===== src/hdl/loe_pkg.sv =====
`default_nettype none
// ----------------------------------------------------------------------------
// loe_pkg: shared types, codes and an arithmetic helper
// Payload structs, stage records and saturating add for the estimator.
// ----------------------------------------------------------------------------
package loe_pkg;

   // fixed field widths
   localparam int VAL_W    = 32;
   localparam int ACC_W    = 64;
   localparam int SLOT_W   = 4;
   localparam int ABS_W    = 31;
   localparam int REL_W    = 16;
   localparam int CSR_IDX_W = 2;

   // defaults for the top level parameters
   localparam int DEF_NUM_SLOTS = 16;
   localparam int DEF_FRAC_BITS = 16;

   // register reset values
   localparam logic [VAL_W-1:0] TIME_COEFF_RST = '0;
   localparam logic [ABS_W-1:0] ABS_THRESH_RST = ABS_W'(7);
   localparam logic [REL_W-1:0] REL_THRESH_RST = REL_W'(1311);

   // accumulator and output range limits
   localparam logic signed [ACC_W-1:0] ACC_MAX = {1'b0, {(ACC_W-1){1'b1}}};
   localparam logic signed [ACC_W-1:0] ACC_MIN = {1'b1, {(ACC_W-1){1'b0}}};
   localparam logic signed [ACC_W-1:0] OUT_MAX = ACC_W'(64'sd2147483647);
   localparam logic signed [ACC_W-1:0] OUT_MIN = -ACC_W'(64'sd2147483648);

   // command codes
   typedef enum logic [1:0] {
      CMD_LOAD = 2'd0,
      CMD_EST  = 2'd1,
      CMD_UPD  = 2'd2
   } cmd_type;

   // register indexes
   typedef enum logic [CSR_IDX_W-1:0] {
      CSR_TIME_COEFF = 2'd0,
      CSR_ABS_THRESH = 2'd1,
      CSR_REL_THRESH = 2'd2
   } csr_idx_type;

   // result kinds
   localparam logic KIND_EST = 1'b0;
   localparam logic KIND_UPD = 1'b1;

   // input transaction
   typedef struct packed {
      cmd_type           command;
      logic [SLOT_W-1:0] slot;
      logic [VAL_W-1:0]  dep_value;
      logic [VAL_W-1:0]  coefficient;
      logic [VAL_W-1:0]  time_now;
      logic [VAL_W-1:0]  measured;
      logic              last;
   } req_type;

   // result transaction
   typedef struct packed {
      logic             kind;
      logic [VAL_W-1:0] estimate;
      logic             mismatch;
   } rsp_type;

   // threshold registers
   typedef struct packed {
      logic [ABS_W-1:0] abs_thresh;
      logic [REL_W-1:0] rel_thresh;
   } thr_type;

   // element record entering the accumulate pipe
   typedef struct packed {
      logic             valid;
      logic             first;
      logic             in_range;
      logic             upd;
      logic             last;
      logic [VAL_W-1:0] dep;
      logic [VAL_W-1:0] meas;
      logic [VAL_W-1:0] prev_out;
      logic [VAL_W-1:0] elapsed;
   } elem_type;

   // closing record leaving the accumulate pipe
   typedef struct packed {
      logic             valid;
      logic             upd;
      logic [VAL_W-1:0] meas;
      logic [ACC_W-1:0] acc;
      logic [ACC_W-1:0] tprod;
   } close_type;

   // saturating signed add on accumulator width
   function automatic logic signed [ACC_W-1:0] sat_add(
      input logic signed [ACC_W-1:0] a,
      input logic signed [ACC_W-1:0] b
   );
      logic [ACC_W:0] s;
      s = {a[ACC_W-1], a} + {b[ACC_W-1], b};
      if (s[ACC_W] != s[ACC_W-1]) begin
         return s[ACC_W] ? ACC_MIN : ACC_MAX;
      end
      return s[ACC_W-1:0];
   endfunction

endpackage
`default_nettype wire


===== src/hdl/loe_judge.sv =====
`default_nettype none
// ----------------------------------------------------------------------------
// loe_judge: final estimate and mismatch check
// Adds the time term on estimate closes, scales and clamps the estimate,
// then compares it with the measurement over two more stages.
// ----------------------------------------------------------------------------
module loe_judge import loe_pkg::*; #(
   parameter int FRAC_BITS = DEF_FRAC_BITS
) (
   input  wire logic      clock,
   input  wire logic      reset,
   input  wire logic      adv,
   input  wire close_type close,
   input  wire thr_type   thr,
   output logic           res_valid,
   output rsp_type        res
);

   // stage four record
   logic                s4_valid_ff;
   logic                s4_upd_ff;
   logic [VAL_W-1:0]    s4_pred_ff;
   logic [VAL_W-1:0]    s4_meas_ff;
   // stage five record
   logic                s5_valid_ff;
   logic                s5_upd_ff;
   logic [VAL_W-1:0]    s5_pred_ff;
   logic [VAL_W:0]      s5_diff_ff;
   logic [VAL_W-1:0]    s5_big_ff;

   logic signed [ACC_W-1:0] final_acc;
   logic signed [ACC_W-1:0] shifted;
   logic [VAL_W-1:0]        pred_in;
   logic signed [VAL_W:0]   diff_s;
   logic [VAL_W:0]          diff_in;
   logic [VAL_W-1:0]        mag_pred;
   logic [VAL_W-1:0]        mag_meas;
   logic [VAL_W-1:0]        big_in;
   logic [VAL_W+REL_W:0]    lhs;
   logic [VAL_W+REL_W:0]    rhs;
   logic                    mismatch;

   // add time term, shift down with floor, clamp to output range
   always_comb begin
      final_acc = close.upd ? $signed(close.acc)
                            : sat_add($signed(close.acc), $signed(close.tprod));
      shifted   = final_acc >>> FRAC_BITS;
      if (shifted > OUT_MAX) begin
         pred_in = OUT_MAX[VAL_W-1:0];
      end else if (shifted < OUT_MIN) begin
         pred_in = OUT_MIN[VAL_W-1:0];
      end else begin
         pred_in = shifted[VAL_W-1:0];
      end
   end

   // absolute error and larger magnitude
   always_comb begin
      diff_s   = $signed({s4_pred_ff[VAL_W-1], s4_pred_ff})
               - $signed({s4_meas_ff[VAL_W-1], s4_meas_ff});
      diff_in  = diff_s[VAL_W] ? (VAL_W+1)'(-diff_s) : diff_s;
      mag_pred = s4_pred_ff[VAL_W-1] ? VAL_W'(-s4_pred_ff) : s4_pred_ff;
      mag_meas = s4_meas_ff[VAL_W-1] ? VAL_W'(-s4_meas_ff) : s4_meas_ff;
      big_in   = (mag_pred > mag_meas) ? mag_pred : mag_meas;
   end

   // relative test as multiply compare
   assign lhs      = {s5_diff_ff, {REL_W{1'b0}}};
   assign rhs      = (VAL_W+REL_W+1)'(thr.rel_thresh) * (VAL_W+REL_W+1)'(s5_big_ff);
   assign mismatch = s5_upd_ff && (s5_diff_ff > (VAL_W+1)'(thr.abs_thresh)) && (lhs > rhs);

   // advance valids
   always_ff @(posedge clock) begin
      if (reset) begin
         s4_valid_ff <= 1'b0;
         s5_valid_ff <= 1'b0;
      end else if (adv) begin
         s4_valid_ff <= close.valid;
         s5_valid_ff <= s4_valid_ff;
      end
   end

   // advance payload
   always_ff @(posedge clock) begin
      if (adv) begin
         s4_upd_ff  <= close.upd;
         s4_pred_ff <= pred_in;
         s4_meas_ff <= close.meas;
         s5_upd_ff  <= s4_upd_ff;
         s5_pred_ff <= s4_pred_ff;
         s5_diff_ff <= diff_in;
         s5_big_ff  <= big_in;
      end
   end

   assign res_valid    = s5_valid_ff;
   assign res.kind     = s5_upd_ff ? KIND_UPD : KIND_EST;
   assign res.estimate = s5_pred_ff;
   assign res.mismatch = mismatch;

endmodule
`default_nettype wire

===== config.mk =====
export PLATFORM = sky130hd
export DESIGN_NAME = loe_judge
export DESIGN_NICKNAME = d
export VERILOG_FILES = /design/src/hdl/loe_pkg.sv /design/src/hdl/loe_judge.sv
export SDC_FILE = /design/constraint.sdc
export NUM_CORES = 2
export LEC_CHECK = 0
export ABC_CLOCK_PERIOD_IN_PS = 12500
export BUFFER_PORTS_ARGS = -buffer_cell sky130_fd_sc_hd__buf_2
export CAP_MARGIN = 40
export CELL_PAD_IN_SITES_DETAIL_PLACEMENT = 1
export CELL_PAD_IN_SITES_GLOBAL_PLACEMENT = 2
export CORE_MARGIN = 4
export CORE_UTILIZATION = 25
export CTS_CLUSTER_DIAMETER = 200
export DETAILED_ROUTE_END_ITERATION = 16
export PLACE_DENSITY_LB_ADDON = 0.1
export SLEW_MARGIN = 0
export SYNTH_ARGS = -nofsm -noshare
export SYNTH_HDL_FRONTEND = slang
export SYNTH_SLANG_ARGS = --single-unit

===== constraint.sdc =====
create_clock -name clock -period 12.5 [get_ports clock]
set_input_delay 1.875 -clock clock [delete_from_list [all_inputs] [get_ports clock]]
set_output_delay 1.875 -clock clock [all_outputs]
set_load 0.005 [all_outputs]

==> out/qor.txt <==
Count of different cell masters after synthesis: 80
Total via count after detailed routing: 25.6k
Number of top-level design ports: 247
Overall die height: 365 µm
Post-DR wirelength/cell: 20.4 µm
Maximum level of the CTS H-tree: 4
Via count of the first global-routing pass: 29.1k
Post-Route Utilization: 28.8%
Timing startpoint of the critical path: thr[1]
Worst-Margin Slew: 0.904 ns
Buffer depth of the longest clock path: 3
Area growth from synthesis to layout: 14.2%
Global placer's final weighted congestion: 0.820
Kind of launch point of the worst setup path: input port
Setup skew after layout: 0.0255 ns
DRC errors left: 0
Standard-cell row count: 130
Die outline width: 365 µm
Post-DP HPWL: 99.9 mm
Flip-flop cell with the highest count after synthesis: sky130_fd_sc_hd__edfxtp_1
Tcrit/Tclk final: 95.8%
Clk Tree Root Cell: sky130_fd_sc_hd__clkbuf_16
Class of the most critical hold timing path: register to register
Number of synthesized flops with an enable pin: 163
TritonCTS clock tree: done
Flip-flop and latch area: 4930 µm²
Count of filler cells inserted in the layout: 14.9k
CP most frequent cell: sky130_fd_sc_hd__fa_1
Mapped Nets: 4,595
Sequential fraction of the synthesis area: 15.5%
Buffers on Ports: 246
Initial antenna violation count: 14
Result of the run: finished, final reports clean
Num Clock Sinks: 165
Number of flip-flops and latches in the synthesized netlist: 165
GRT Total Usage: 17.4%
Critical Path AT: 10.10 ns
Required @ worst endpoint: 10.62 ns
# nets final: 4,820
R2r endpoint: s5_big_ff[13]$_DFFE_PP_
Die area: 133,000 µm²
Number of CTS-inserted buffers: 25
Maximum capacitance violations: 0
Clock-pin transition on the worst setup and hold timing paths: 0.06 ns
Clock insertion delay at the later pin of the skew report: 0.51 ns
Pin count of the biggest net entering global routing: 69
Total number of yosys warnings: 0
Total length of routed wires: 113 mm
Number of DRC markers in iteration 0: 725
Total congestion overflow after global routing: 0
Final-layout worst hold slack: 0.424 ns
Worst reg2reg setup slack: 4.97 ns
Maximum fanout count along the critical path: 20
Area contributors post-synth: sky130_fd_sc_hd__fa_1, sky130_fd_sc_hd__edfxtp_1, sky130_fd_sc_hd__ha_1
Cells on worst reg2reg path: 24
Cell accounting for the most synthesized area: sky130_fd_sc_hd__fa_1
Fraction of registers with async set/reset: 0%
Number of endpoints with negative hold slack in the final report: 0
Critical path endpoint: res[0]
Clock period minus worst slack: 11.97 ns
Post-synthesis area per instance: 8.70 µm²
Leading cell type in the layout, fill and taps excluded: sky130_fd_sc_hd__inv_1
Multi-input gate area: 24,200 µm²
Critical setup path kind: input port to primary output
Per-cell via count in the routed design: 4.63
Fraction of layout cells with a size suffix above 1: 11.0%
Initial Utilization: 25.2%
Area of the mapped netlist: 31,800 µm²
Core region area: 126,000 µm²
First-pass iteration count of the detailed router: 4
Start of the worst register-to-register path: s4_pred_ff[4]$_SDFFCE_PN1P_
Number of pins with negative max-slew slack in the final report: 0
Delay of the slowest cell on the worst path: 0.57 ns
Gate count after technology mapping: 3,652
Post-synth top area share: 26.4%
First-pass GRT wire length: 178 mm
Number of routed nets with antenna violations: 0
Final setup violating endpoints: 0
Achievable Freq: 0.0835 GHz
Leading cell types in the layout, fill and taps excluded: sky130_fd_sc_hd__inv_1, sky130_fd_sc_hd__nand2_1, sky130_fd_sc_hd__fa_1
Worst-case headroom to the max-slew limit: 39.7%
Highest-delay cell along the critical path: sky130_fd_sc_hd__fa_1
Critical Path Sink Type: primary output
==> synthesized netlist by cell type (9+ instances only) <==
library cell and number:
sky130_fd_sc_hd__mux2i_1 35, sky130_fd_sc_hd__fa_1 419, sky130_fd_sc_hd__o31ai_1 29, sky130_fd_sc_hd__or3_1 17, sky130_fd_sc_hd__xor2_1 75, sky130_fd_sc_hd__o211ai_1 23
sky130_fd_sc_hd__a21o_1 63, sky130_fd_sc_hd__nand2_1 473, sky130_fd_sc_hd__nand3_1 37, sky130_fd_sc_hd__xnor2_1 117, sky130_fd_sc_hd__or4_1 10, sky130_fd_sc_hd__nor3_1 35
sky130_fd_sc_hd__inv_1 611, sky130_fd_sc_hd__clkbuf_1 138, sky130_fd_sc_hd__ha_1 312, sky130_fd_sc_hd__a21boi_0 9, sky130_fd_sc_hd__o21ai_0 183, sky130_fd_sc_hd__and2_1 196
sky130_fd_sc_hd__and3_1 13, sky130_fd_sc_hd__edfxtp_1 163, sky130_fd_sc_hd__nor2_1 107, sky130_fd_sc_hd__a21oi_1 230, sky130_fd_sc_hd__nor2b_1 31, sky130_fd_sc_hd__a31oi_1 15
sky130_fd_sc_hd__a211oi_1 21, sky130_fd_sc_hd__nor4_1 18, sky130_fd_sc_hd__nand2b_1 31, sky130_fd_sc_hd__o21bai_1 16, sky130_fd_sc_hd__or2_2 9, sky130_fd_sc_hd__o21a_1 27
sky130_fd_sc_hd__nand4_1 49
==> metal layers <==
metal | wire [µm] | part of all wire, % | GRT usage, %
met1 | 51000 | 45 | 22.6
met2 | 56200 | 50 | 31.1
met3 | 3640 | 3.2 | 2.13
met4 | 2080 | 1.8 | 3.61
met5 | 63 | 0.056 | 0
==> worst min-delay path by stage <==
stage                                   start                   to  slack [ns]  depth (start not counted)
after floorplan           s4_upd_ff$_DFFE_PP_  s5_upd_ff$_DFFE_PP_        0.40                          0
after global placement    s4_upd_ff$_DFFE_PP_  s5_upd_ff$_DFFE_PP_        0.40                          0
after detailed placement  s4_upd_ff$_DFFE_PP_  s5_upd_ff$_DFFE_PP_        0.41                          0
after CTS                 s4_upd_ff$_DFFE_PP_  s5_upd_ff$_DFFE_PP_        0.42                          0
after global routing      s4_upd_ff$_DFFE_PP_  s5_upd_ff$_DFFE_PP_        0.43                          0
final                     s4_upd_ff$_DFFE_PP_  s5_upd_ff$_DFFE_PP_        0.42                          0
==> what timing repair did <==
| item | in CTS | in global routing |
|---|---|---|
| setup endpoints to repair | 1 | 1 |
| pin swaps | 1 | 9 |
| gates resized for setup | 9 | 26 |
| hold buffers | 0 | 0 |
| buffers inserted | 0 | 3 |
==> layout make-up <==
class                      instances  share of cell area, %
multi-input combinational       2732                   66.6
sequential                       165                   13.6
inverter                         611                   6.32
timing repair buffer             342                   5.82
tap                             1650                   5.69
clock buffer                      26                   1.76
clock inverter                     6                  0.217
antenna                            5                 0.0345
==> registers in the layout, summed over array words and instances (netlist names) <==
register,cells
s4_upd_ff,1
s4_valid_ff,1
res_valid,1
s5_upd_ff,1
s4_pred_ff,32
s5_pred_ff,32
s5_diff_ff,33
s5_big_ff,32
s4_meas_ff,32
==> metrics by stage <==
| stage | area, µm² | setup TNS (ns) | setup slack [ns] | cells |
|---|---|---|---|---|
| after global routing | 36300 | -0.0609 | -0.0609 | 5532 |
| after detailed placement | 35400 | -0.299 | -0.299 | 5497 |
| final | 36300 | 0 | 0.526 | 5537 |
| after global placement | 35200 | -0.227 | -0.227 | 5487 |
| after CTS | 36100 | 0 | 0.0362 | 5529 |
| after floorplan | 31800 | 0 | 0.855 | 3652 |
==> logic make-up after synthesis <==
kind of cell	Yosys count	share of synthesized area [%]
xor gates and xnor gates	192	5.29
DFF	165	15.5
AOI/OAI and AO/OA	702	13.6
buffers and inverters	755	8.99
muxes	38	1.21
and+or+nand+nor	1061	16.5
adders and majority gates	739	38.9
==> critical path: cells and delay by family <==
| kind | cells | cell delay, ns |
|---|---|---|
| AO/OA/AOI/OAI | 12 | 2.49 |
| XOR/XNOR | 1 | 0.13 |
| adder cells (fa/ha/maj) | 8 | 3.72 |
| buffers and inverters | 7 | 1.00 |
| AND/OR/NAND/NOR | 7 | 0.89 |
Power is left out: the tool's default activity adds up to more than one toggle a clock period on the data nets, which glitch-free logic cannot reach.
