$ cat src/hdl/loe_pkg.sv
`default_nettype none
// ----------------------------------------------------------------------------
// loe_pkg: shared types, codes and an arithmetic helper
// Payload structs, stage records and saturating add for the estimator.
// ----------------------------------------------------------------------------
package loe_pkg;

   // fixed field widths
   localparam int VAL_W    = 32;
   localparam int ACC_W    = 64;
   localparam int SLOT_W   = 4;
   localparam int ABS_W    = 31;
   localparam int REL_W    = 16;
   localparam int CSR_IDX_W = 2;

   // defaults for the top level parameters
   localparam int DEF_NUM_SLOTS = 16;
   localparam int DEF_FRAC_BITS = 16;

   // register reset values
   localparam logic [VAL_W-1:0] TIME_COEFF_RST = '0;
   localparam logic [ABS_W-1:0] ABS_THRESH_RST = ABS_W'(7);
   localparam logic [REL_W-1:0] REL_THRESH_RST = REL_W'(1311);

   // accumulator and output range limits
   localparam logic signed [ACC_W-1:0] ACC_MAX = {1'b0, {(ACC_W-1){1'b1}}};
   localparam logic signed [ACC_W-1:0] ACC_MIN = {1'b1, {(ACC_W-1){1'b0}}};
   localparam logic signed [ACC_W-1:0] OUT_MAX = ACC_W'(64'sd2147483647);
   localparam logic signed [ACC_W-1:0] OUT_MIN = -ACC_W'(64'sd2147483648);

   // command codes
   typedef enum logic [1:0] {
      CMD_LOAD = 2'd0,
      CMD_EST  = 2'd1,
      CMD_UPD  = 2'd2
   } cmd_type;

   // register indexes
   typedef enum logic [CSR_IDX_W-1:0] {
      CSR_TIME_COEFF = 2'd0,
      CSR_ABS_THRESH = 2'd1,
      CSR_REL_THRESH = 2'd2
   } csr_idx_type;

   // result kinds
   localparam logic KIND_EST = 1'b0;
   localparam logic KIND_UPD = 1'b1;

   // input transaction
   typedef struct packed {
      cmd_type           command;
      logic [SLOT_W-1:0] slot;
      logic [VAL_W-1:0]  dep_value;
      logic [VAL_W-1:0]  coefficient;
      logic [VAL_W-1:0]  time_now;
      logic [VAL_W-1:0]  measured;
      logic              last;
   } req_type;

   // result transaction
   typedef struct packed {
      logic             kind;
      logic [VAL_W-1:0] estimate;
      logic             mismatch;
   } rsp_type;

   // threshold registers
   typedef struct packed {
      logic [ABS_W-1:0] abs_thresh;
      logic [REL_W-1:0] rel_thresh;
   } thr_type;

   // element record entering the accumulate pipe
   typedef struct packed {
      logic             valid;
      logic             first;
      logic             in_range;
      logic             upd;
      logic             last;
      logic [VAL_W-1:0] dep;
      logic [VAL_W-1:0] meas;
      logic [VAL_W-1:0] prev_out;
      logic [VAL_W-1:0] elapsed;
   } elem_type;

   // closing record leaving the accumulate pipe
   typedef struct packed {
      logic             valid;
      logic             upd;
      logic [VAL_W-1:0] meas;
      logic [ACC_W-1:0] acc;
      logic [ACC_W-1:0] tprod;
   } close_type;

   // saturating signed add on accumulator width
   function automatic logic signed [ACC_W-1:0] sat_add(
      input logic signed [ACC_W-1:0] a,
      input logic signed [ACC_W-1:0] b
   );
      logic [ACC_W:0] s;
      s = {a[ACC_W-1], a} + {b[ACC_W-1], b};
      if (s[ACC_W] != s[ACC_W-1]) begin
         return s[ACC_W] ? ACC_MIN : ACC_MAX;
      end
      return s[ACC_W-1:0];
   endfunction

endpackage
`default_nettype wire

$ cat src/hdl/loe_slot_mem.sv
`default_nettype none
// ----------------------------------------------------------------------------
// loe_slot_mem: per-slot table with zero reset
// One write and one registered read port; read returns the old entry on a
// same-address write. Valid bits make unwritten entries read as zero.
// ----------------------------------------------------------------------------
module loe_slot_mem import loe_pkg::*; #(
   parameter int DEPTH  = DEF_NUM_SLOTS,
   parameter int ADDR_W = (DEPTH > 1) ? $clog2(DEPTH) : 1
) (
   input  wire logic              clock,
   input  wire logic              reset,
   input  wire logic              rd_en,
   input  wire logic [ADDR_W-1:0] rd_addr,
   output logic      [VAL_W-1:0]  rd_data,
   input  wire logic              wr_en,
   input  wire logic [ADDR_W-1:0] wr_addr,
   input  wire logic [VAL_W-1:0]  wr_data
);

   logic [VAL_W-1:0] mem [DEPTH];
   logic [DEPTH-1:0] valid_ff;
   logic [VAL_W-1:0] rd_data_ff;

   // write the array and read the old entry
   always_ff @(posedge clock) begin
      if (rd_en) begin
         rd_data_ff <= valid_ff[rd_addr] ? mem[rd_addr] : '0;
      end
      if (wr_en) begin
         mem[wr_addr] <= wr_data;
      end
   end

   // track written entries; reset marks all as zero
   always_ff @(posedge clock) begin
      if (reset) begin
         valid_ff <= '0;
      end else if (wr_en) begin
         valid_ff[wr_addr] <= 1'b1;
      end
   end

   assign rd_data = rd_data_ff;

endmodule
`default_nettype wire

$ cat config.mk
export PLATFORM = sky130hd
export DESIGN_NAME = loe_slot_mem
export DESIGN_NICKNAME = d
export VERILOG_FILES = /design/src/hdl/loe_pkg.sv /design/src/hdl/loe_slot_mem.sv
export SDC_FILE = /design/constraint.sdc
export NUM_CORES = 1
export LEC_CHECK = 0
export ABC_AREA = 1
export ABC_CLOCK_PERIOD_IN_PS = 3850
export BUFFER_PORTS_ARGS = -buffer_cell sky130_fd_sc_hd__clkbuf_2
export CORE_MARGIN = 2
export CORE_UTILIZATION = 48
export CTS_BUF_LIST = sky130_fd_sc_hd__clkbuf_4 sky130_fd_sc_hd__clkbuf_8
export DETAILED_ROUTE_END_ITERATION = 8
export PLACE_DENSITY_LB_ADDON = 0.25
export RECOVER_POWER = 25
export SETUP_SLACK_MARGIN = 0.02
export SYNTH_ARGS = -nofsm -noshare
export SYNTH_HDL_FRONTEND = slang
export SYNTH_SLANG_ARGS = --single-unit
export TNS_END_PERCENT = 50
$ cat constraint.sdc
create_clock -name clock -period 3.85 [get_ports clock]
set_input_delay 0 -clock clock [delete_from_list [all_inputs] [get_ports clock]]
set_output_delay 0 -clock clock [all_outputs]
set_load 0.05 [all_outputs]
==> run_summary.xml, run 1 <==
<?xml version="1.0" encoding="UTF-8"?>
<metrics>
  <group name="setup_path">
    <metric name="critical_path.startpoint_type" unit="">input port</metric>
    <metric name="reg2reg_slack" unit="ns">1.91</metric>
    <metric name="timing.critical_path.required" unit="ns">4.46</metric>
    <metric name="depth_of_the_worst_register_to_register_path" unit="">9</metric>
    <metric name="worstReg2RegEnd" unit="">rd_data[2]</metric>
    <metric name="cp_most_frequent_cell" unit="">sky130_fd_sc_hd__dlygate4sd3_1</metric>
    <metric name="crit_slowest_cell" unit="">sky130_fd_sc_hd__dlygate4sd3_1</metric>
    <metric name="critical_path.reg2reg.startpoint" unit="">valid_ff[8]</metric>
    <metric name="worst_path_dominant_cell_family" unit="">buffers and inverters</metric>
    <metric name="cp_num_cells" unit="">8</metric>
    <metric name="critPathKind" unit="">in2reg</metric>
    <metric name="cp_slowest_stage_delay" unit="ns">0.63</metric>
    <metric name="path_buf_inv" unit="">5</metric>
    <metric name="worst_ep_arrival_time" unit="ns">2.97</metric>
    <metric name="worstSetupStartpoint" unit="">wr_addr[2]</metric>
    <metric name="worst_setup_path_end_kind" unit="">flop</metric>
    <metric name="path_max_fanout" unit="">3</metric>
    <metric name="crit_chain" unit="">dlygate4sd3_1, clkbuf_2, nor3_1, dlygate4sd3_1, nand2_1, dlygate4sd3_1, a21oi_1, dlygate4sd3_1</metric>
  </group>
  <group name="routing">
    <metric name="dr_total_vias" unit="">15800</metric>
    <metric name="antenna_left" unit="">0</metric>
    <metric name="vias_per_cell" unit="">5.00</metric>
    <metric name="drt_iter0_drc" unit="">1307</metric>
    <metric name="post_drt_wl_per_cell" unit="um">18.2</metric>
    <metric name="routed_wirelength" unit="um">57500</metric>
    <metric name="dr_pass1_iterations" unit="">5</metric>
    <metric name="drc_violations_left" unit="">0</metric>
  </group>
  <group name="yosys">
    <metric name="synthCells" unit="">2290</metric>
    <metric name="ys_seq_area_share" unit="%">69.5</metric>
    <metric name="number_of_library_cell_types_mapped_by_synthesis" unit="">18</metric>
    <metric name="synth_top_cells_by_count" unit="">726 x sky130_fd_sc_hd__nand2_1, 544 x sky130_fd_sc_hd__edfxtp_1, 436 x sky130_fd_sc_hd__inv_1, 396 x sky130_fd_sc_hd__nand3_1, 56 x sky130_fd_sc_hd__buf_2</metric>
    <metric name="most_frequently_used_cell_type_in_the_post_synthesis_netlist" unit="">sky130_fd_sc_hd__nand2_1</metric>
    <metric name="yosys-top-cells-area" unit="">sky130_fd_sc_hd__edfxtp_1 68%, sky130_fd_sc_hd__nand2_1 11%, sky130_fd_sc_hd__nand3_1 8.3%</metric>
    <metric name="mappedNetlistArea" unit="sq mm">0.0240</metric>
    <metric name="synth_nets" unit="">2334</metric>
    <metric name="yosys_warnings" unit="">0</metric>
    <metric name="synth_top_cell_by_area" unit="">sky130_fd_sc_hd__edfxtp_1</metric>
    <metric name="synth_async_sr_flop_share" unit="%">0</metric>
    <metric name="synth_seq_cells" unit="">560</metric>
    <metric name="syn_area_per_cell" unit="sq um">10.5</metric>
    <metric name="dominantRegCellSynth" unit="">sky130_fd_sc_hd__edfxtp_1</metric>
    <metric name="synth_largest_type_area_fraction" unit="%">68.2</metric>
    <metric name="synth-edff-count" unit="">544</metric>
  </group>
  <group name="worst_hold_path">
    <metric name="hold_path_end" unit="">mem[15][11]</metric>
    <metric name="timing.hold.worst.start" unit="">wr_addr[0]</metric>
    <metric name="holdCritPathClass" unit="">in2reg</metric>
    <metric name="hold-path-cell-count" unit="">3</metric>
  </group>
  <group name="global_routing">
    <metric name="globalRouteMet3Util" unit="%">4.39</metric>
    <metric name="globalRouteOverflowTotal" unit="">0</metric>
    <metric name="first_global_vias" unit="">15500</metric>
    <metric name="gr-usage-all-layers" unit="%">23.0</metric>
    <metric name="globalRouteMet1Util" unit="%">30.4</metric>
    <metric name="gr-max-usage-layer" unit="">met2</metric>
    <metric name="grt_first_pass_wirelength" unit="um">87800</metric>
    <metric name="grtUsageMet2" unit="%">37.7</metric>
    <metric name="grt_start_max_net_pins" unit="">219</metric>
    <metric name="grt_antenna_before_repair" unit="">2</metric>
  </group>
  <group name="cells_and_area">
    <metric name="final_layout_size_suffix_gt1_share" unit="%">10.1</metric>
    <metric name="area_delta_synth_final" unit="%">12.6</metric>
    <metric name="final_nets" unit="">2461</metric>
  </group>
  <group name="pwr">
    <metric name="p_int" unit="W">0.00981</metric>
    <metric name="clockPowerShare" unit="%">39.2</metric>
    <metric name="comb_power_share" unit="%">7.1</metric>
    <metric name="power.leakage" unit="nW">11.7</metric>
    <metric name="power.switching" unit="W">0.00301</metric>
    <metric name="switching_share" unit="%">23.5</metric>
    <metric name="seq_power_share" unit="%">53.7</metric>
    <metric name="power_density" unit="mW/mm^2">475</metric>
    <metric name="report.power.total" unit="W">0.0128</metric>
    <metric name="worst_ir_drop_vdd" unit="mV">0.305</metric>
  </group>
  <group name="die">
    <metric name="floorplan.die_area" unit="sq mm">0.0517</metric>
    <metric name="rows" unit="">81</metric>
    <metric name="die_width" unit="um">227</metric>
    <metric name="start_util" unit="%">48.8</metric>
    <metric name="die_y" unit="um">227</metric>
    <metric name="pin_count" unit="">76</metric>
    <metric name="core_region_area" unit="sq mm">0.0492</metric>
  </group>
  <group name="sta">
    <metric name="min_period" unit="ns">2.36</metric>
    <metric name="slew-limit-headroom" unit="%">0.209</metric>
    <metric name="slew_violations" unit="">0</metric>
    <metric name="worst_pin_slew" unit="ns">1.50</metric>
    <metric name="setup_total_negative_slack" unit="ns">0</metric>
    <metric name="timing.final.setup_violations" unit="">0</metric>
    <metric name="timing.final.crit_share" unit="%">61.3</metric>
    <metric name="fin_worst_skew" unit="ns">0.0229</metric>
    <metric name="grt_setup_unrepaired" unit="">no</metric>
    <metric name="hold_viol_final" unit="">0</metric>
    <metric name="maxClockFrequency" unit="MHz">424</metric>
  </group>
  <group name="job">
    <metric name="maxCapViolCount" unit="">1</metric>
  </group>
  <group name="clocking">
    <metric name="number_of_buffers_inserted_to_repair_setup_after_cts" unit="">0</metric>
    <metric name="worstSkewPairLatency" unit="ns">0.67</metric>
    <metric name="cts_hold_buf" unit="">42</metric>
    <metric name="cts.htree.levels" unit="">3</metric>
    <metric name="tritoncts" unit="">yes</metric>
    <metric name="clock_tree.root_cell" unit="">sky130_fd_sc_hd__clkbuf_8</metric>
    <metric name="post_cts_resize_count" unit="">0</metric>
    <metric name="clock-sinks" unit="">560</metric>
    <metric name="clock_path_buffers" unit="">3</metric>
    <metric name="tritoncts.num_buffers" unit="">93</metric>
    <metric name="cts.clk_slew.worst_paths" unit="ns">0.06</metric>
  </group>
  <group name="place">
    <metric name="buffer_ports.inserted" unit="">75</metric>
    <metric name="finalWeightedCongestion" unit="">0.761</metric>
    <metric name="post-dp-hpwl" unit="um">27600</metric>
  </group>
  <group name="status">
    <metric name="failed_checks" unit="">max-capacitance violations</metric>
    <metric name="run_status" unit="">finished with violations</metric>
  </group>
</metrics>
[stage by stage]
| step | instance area [sq um] | cells | setup WS [ns] | util, % | hold WS [ns] |
|---|---|---|---|---|---|
| floorplan | 24000 | 2290 | 1.67 | - | 0.0989 |
| global placement | 24800 | 2944 | 1.31 | 50.4 | 0.382 |
| detailed placement | 24800 | 2944 | 1.32 | 50.4 | 0.398 |
| CTS | 27000 | 3155 | 1.66 | 55.0 | 0.0561 |
| global route | 27000 | 3157 | 1.39 | 54.9 | 0.111 |
| finish | 27000 | 3157 | 1.49 | 54.9 | 0.111 |
[cells by family (layout without fill, tap and decap cells)]
family	Yosys count	in the layout	share of synthesized area, %
AOI/OAI and AO/OA	5	5	0.104
DFF	560	560	69.5
and+or+nand+nor	1169	1169	20.4
other	0	2	0
buffers and inverters	556	757	10.0
[power by group through the flow]
stage	Combinational, W	Sequential (W)	Clock (W)
2_1_floorplan	0.000505	0.00709	0
3_3_place_gp	0.000863	0.00701	0
3_5_place_dp	0.000877	0.00701	0
4_1_cts	0.000914	0.00689	0.00514
5_1_grt	0.00101	0.00689	0.00540
6_report	0.000908	0.00688	0.00503
[worst register-to-register path: stages, from the launching register on]
cell                      delay, ns
sky130_fd_sc_hd__dfxtp_1       0.31
sky130_fd_sc_hd__inv_1         0.05
sky130_fd_sc_hd__o21ai_1       0.11
sky130_fd_sc_hd__nand2_1       0.07
sky130_fd_sc_hd__nand3_1       0.11
sky130_fd_sc_hd__nand3_1       0.08
sky130_fd_sc_hd__nand2_2       0.54
sky130_fd_sc_hd__buf_4         0.38
sky130_fd_sc_hd__nand2_1       0.11
sky130_fd_sc_hd__inv_2         0.05
[metal layers]
layer,routed length (um),vias up
met5,0,-
met4,1490,0
met3,4410,113
met2,27500,627
met1,24200,7441
li1,-,7612
[registers in the layout, summed over array words and instances, names as in the netlist]
register / count
mem: 512
rd_data: 32
valid_ff: 16
[cells in the final DEF, fill, tap and decap left out, drive strengths merged]
cell type    count
buf             29
diode            2
o21ai            1
inv            445
edfxtp         544
nor3             2
nand3          396
dlygate4sd3     42
clkinvlp         3
dfxtp           16
clkinv          30
clkbuf         208
nor2            44
nand2          727
a21oi            4
[how the worst max path moves through the flow]
stage                   end  slack (ns)
5_1_grt        valid_ff[11]        1.39
3_5_place_dp    rd_data[24]        1.32
2_1_floorplan    mem[10][0]        1.67
6_report       valid_ff[11]        1.49
4_1_cts        valid_ff[11]        1.66
3_3_place_gp    rd_data[24]        1.31
[layout make-up]
class | instances | area (sq um)
tap | 664 | 831
sequential | 560 | 16700
antenna | 2 | 5.00
inverter | 444 | 1670
clock buffer | 135 | 1650
fill | 4202 | 22200
clock inverter | 34 | 155
timing repair buffer | 144 | 1010
multi-input combinational | 1174 | 5020
No activity file was read; power rests on OpenSTA's default activity.
==> inputs of run 2 (changes only) <==
--- a/config.mk
+++ b/config.mk
@@ -6,7 +6,7 @@
 export NUM_CORES = 1
 export LEC_CHECK = 0
 export ABC_AREA = 1
-export ABC_CLOCK_PERIOD_IN_PS = 3850
+export ABC_CLOCK_PERIOD_IN_PS = 2460
 export BUFFER_PORTS_ARGS = -buffer_cell sky130_fd_sc_hd__clkbuf_2
 export CORE_MARGIN = 2
 export CORE_UTILIZATION = 48
==> constraint.sdc (replaced) <==
create_clock -name clock -period 2.46 [get_ports clock]
set_input_delay 0 -clock clock [delete_from_list [all_inputs] [get_ports clock]]
set_output_delay 0 -clock clock [all_outputs]
set_load 0.05 [all_outputs]
==> run 2 against run 1 <==
  * The flow finishes with violations (max-capacitance violations, max-slew violations)
  * Wire length up 0.80%
  * Non-clock buffer count rose by 4
  * Cell area rose by 0.50%
  * Die area did not move
  * Power grew 54%
  * Global-route usage grew 0.081 points
  * Via count is 0.36% higher
  * Hold slack better by 0.0045 ns
  * Register-to-register slack lost 1.1 ns
  * Clock power increased by 48%
  * Critical path type unchanged
  * Largest power group unchanged
  * Highest routed layer is now met5
==> run_summary.xml, run 2 (synthesis gave the netlist of run 1 again) <==
<?xml version="1.0" encoding="UTF-8"?>
<metrics>
  <group name="global_routing">
    <metric name="grt_antenna_before_repair" unit="">2</metric>
    <metric name="grt_start_max_net_pins" unit="">137</metric>
    <metric name="globalRouteOverflowTotal" unit="">0</metric>
    <metric name="grt_first_pass_wirelength" unit="um">88600</metric>
    <metric name="first_global_vias" unit="">15600</metric>
    <metric name="gr-usage-all-layers" unit="%">23.1</metric>
  </group>
  <group name="worst_hold_path">
    <metric name="hold_path_end" unit="">rd_data[3]</metric>
    <metric name="holdCritPathClass" unit="">in2reg</metric>
    <metric name="hold-path-cell-count" unit="">6</metric>
    <metric name="timing.hold.worst.start" unit="">rd_addr[3]</metric>
  </group>
  <group name="clocking">
    <metric name="tritoncts" unit="">yes</metric>
    <metric name="clock-sinks" unit="">560</metric>
    <metric name="clock_tree.root_cell" unit="">sky130_fd_sc_hd__clkbuf_8</metric>
    <metric name="cts.htree.levels" unit="">3</metric>
    <metric name="cts.clk_slew.worst_paths" unit="ns">0.06</metric>
    <metric name="clock_path_buffers" unit="">3</metric>
    <metric name="number_of_buffers_inserted_to_repair_setup_after_cts" unit="">0</metric>
    <metric name="tritoncts.num_buffers" unit="">91</metric>
    <metric name="post_cts_resize_count" unit="">0</metric>
    <metric name="worstSkewPairLatency" unit="ns">0.67</metric>
    <metric name="cts_hold_buf" unit="">39</metric>
  </group>
  <group name="die">
    <metric name="rows" unit="">81</metric>
    <metric name="core_region_area" unit="sq mm">0.0492</metric>
    <metric name="floorplan.die_area" unit="sq mm">0.0517</metric>
    <metric name="die_width" unit="um">227</metric>
    <metric name="pin_count" unit="">76</metric>
    <metric name="die_y" unit="um">227</metric>
    <metric name="start_util" unit="%">48.8</metric>
  </group>
  <group name="setup_path">
    <metric name="reg2reg_slack" unit="ns">0.83</metric>
    <metric name="timing.critical_path.required" unit="ns">2.77</metric>
    <metric name="worstReg2RegEnd" unit="">rd_data[26]</metric>
    <metric name="critical_path.startpoint_type" unit="">input port</metric>
    <metric name="worst_ep_arrival_time" unit="ns">2.12</metric>
    <metric name="critical_path.reg2reg.startpoint" unit="">valid_ff[10]</metric>
    <metric name="critPathKind" unit="">in2reg</metric>
    <metric name="path_max_fanout" unit="">18</metric>
    <metric name="depth_of_the_worst_register_to_register_path" unit="">9</metric>
    <metric name="worst_setup_path_end_kind" unit="">flop</metric>
  </group>
  <group name="cells_and_area">
    <metric name="leading_cell_type_in_the_layout_fill_and_taps_excluded" unit="">sky130_fd_sc_hd__nand2_1</metric>
    <metric name="final_nets" unit="">2463</metric>
    <metric name="largest_register" unit="">mem</metric>
    <metric name="area_delta_synth_final" unit="%">13.2</metric>
    <metric name="largest_register_ffs" unit="">512</metric>
    <metric name="layout_common_cells" unit="">726 x sky130_fd_sc_hd__nand2_1, 544 x sky130_fd_sc_hd__edfxtp_1, 432 x sky130_fd_sc_hd__inv_1</metric>
    <metric name="fillerInstances" unit="">4162</metric>
    <metric name="final_layout_size_suffix_gt1_share" unit="%">10.1</metric>
    <metric name="final_cell_area" unit="sq mm">0.0271</metric>
  </group>
  <group name="sta">
    <metric name="setup_total_negative_slack" unit="ns">0</metric>
    <metric name="hold-worst-slack" unit="ns">0.115</metric>
    <metric name="grt_setup_unrepaired" unit="">no</metric>
    <metric name="min_period" unit="ns">1.81</metric>
    <metric name="fin_worst_skew" unit="ns">0.0207</metric>
    <metric name="timing.final.crit_share" unit="%">73.5</metric>
    <metric name="worst_slack" unit="ns">0.652</metric>
    <metric name="timing.final.setup_violations" unit="">0</metric>
    <metric name="hold_viol_final" unit="">0</metric>
    <metric name="slew_violations" unit="">17</metric>
    <metric name="maxClockFrequency" unit="MHz">553</metric>
    <metric name="worst_pin_slew" unit="ns">1.75</metric>
    <metric name="slew-limit-headroom" unit="%">-16.5</metric>
  </group>
  <group name="routing">
    <metric name="post_drt_wl_per_cell" unit="um">18.4</metric>
    <metric name="dr_total_vias" unit="">15900</metric>
    <metric name="drt_iter0_drc" unit="">1433</metric>
    <metric name="drc_violations_left" unit="">0</metric>
    <metric name="dr_pass1_iterations" unit="">5</metric>
    <metric name="antenna_left" unit="">0</metric>
    <metric name="routed_wirelength" unit="um">58000</metric>
    <metric name="vias_per_cell" unit="">5.03</metric>
  </group>
  <group name="place">
    <metric name="post-dp-hpwl" unit="um">26800</metric>
    <metric name="placed_area" unit="sq mm">0.0251</metric>
    <metric name="place_ws" unit="ns">0.751</metric>
    <metric name="finalWeightedCongestion" unit="">0.764</metric>
    <metric name="buffer_ports.inserted" unit="">75</metric>
  </group>
  <group name="pwr">
    <metric name="power_density" unit="mW/mm^2">726</metric>
    <metric name="power.leakage" unit="nW">11.7</metric>
    <metric name="worst_ir_drop_vdd" unit="mV">0.493</metric>
  </group>
  <group name="status">
    <metric name="failed_checks" unit="">max-capacitance violations, max-slew violations</metric>
    <metric name="run_status" unit="">finished with violations</metric>
  </group>
  <group name="job">
    <metric name="maxCapViolCount" unit="">1</metric>
  </group>
</metrics>
-- run 2: cell types whose count changed in the layout (fill, tap and decap cells not counted), sizes merged, moves of 2 or more --
cell / change
buf: +7
clkbuf: -11
clkinv: -2
dlygate4sd3: -3
inv: +2
-- run 2: area by class of cell --
cell class | instances | area, sq um | area share [%]
Sequential cell | 560 | 16700 | 61.4
Multi-Input combinational cell | 1174 | 5020 | 18.5
Inverter | 444 | 1670 | 6.17
Clock buffer | 124 | 1510 | 5.55
Timing Repair Buffer | 148 | 1280 | 4.73
Tap cell | 664 | 831 | 3.06
Clock inverter | 33 | 154 | 0.567
Antenna cell | 1 | 2.50 | 0.00923
-- run 2: worst max-delay path by stage --
stage	from	endpoint	slack, ns	cells past startpoint
2_1_floorplan	wr_en	mem[10][0]	0.28	4
3_3_place_gp	rd_addr[0]	rd_data[11]	0.79	10
3_5_place_dp	rd_addr[2]	rd_data[30]	0.75	8
4_1_cts	wr_addr[2]	mem[11][26]	0.65	7
5_1_grt	wr_addr[2]	mem[11][26]	0.51	7
6_report	wr_addr[2]	mem[11][25]	0.65	7
-- run 2: critical path, stage by stage --
cell	delay, ns
sky130_fd_sc_hd__dlygate4sd3_1	0.53
sky130_fd_sc_hd__clkbuf_2	0.12
sky130_fd_sc_hd__nor3_1	0.28
sky130_fd_sc_hd__dlygate4sd3_1	0.64
sky130_fd_sc_hd__nand2_1	0.11
sky130_fd_sc_hd__inv_2	0.09
sky130_fd_sc_hd__buf_4	0.32
-- run 2: layer usage --
metal / vias to the layer above / track usage [%] / wire [um]
met2: 586 / 37.4 / 27300
li1: 7600 / - / -
met1: 7553 / 31.0 / 24600
met5: - / 0 / 13
met4: 2 / 9.17 / 1680
met3: 109 / 4.09 / 4370
-- run 2: metrics by stage --
stage / utilization, % / std cells / power, W
after global placement: 51.1 / 2951 / 0.0123
after floorplan: - / 2290 / 0.0119
after CTS: 55.2 / 3147 / 0.0199
after global routing: 55.2 / 3148 / 0.0204
final: 55.2 / 3148 / 0.0197
after detailed placement: 51.1 / 2951 / 0.0124
-- run 2: report_power, final --
| part | internal (W) | total, W | switching, W |
|---|---|---|---|
| Clock | 0.00394 | 0.00746 | 0.00352 |
| Combinational | 0.000398 | 0.00146 | 0.00106 |
| Sequential | 0.0107 | 0.0108 | 0.0000634 |
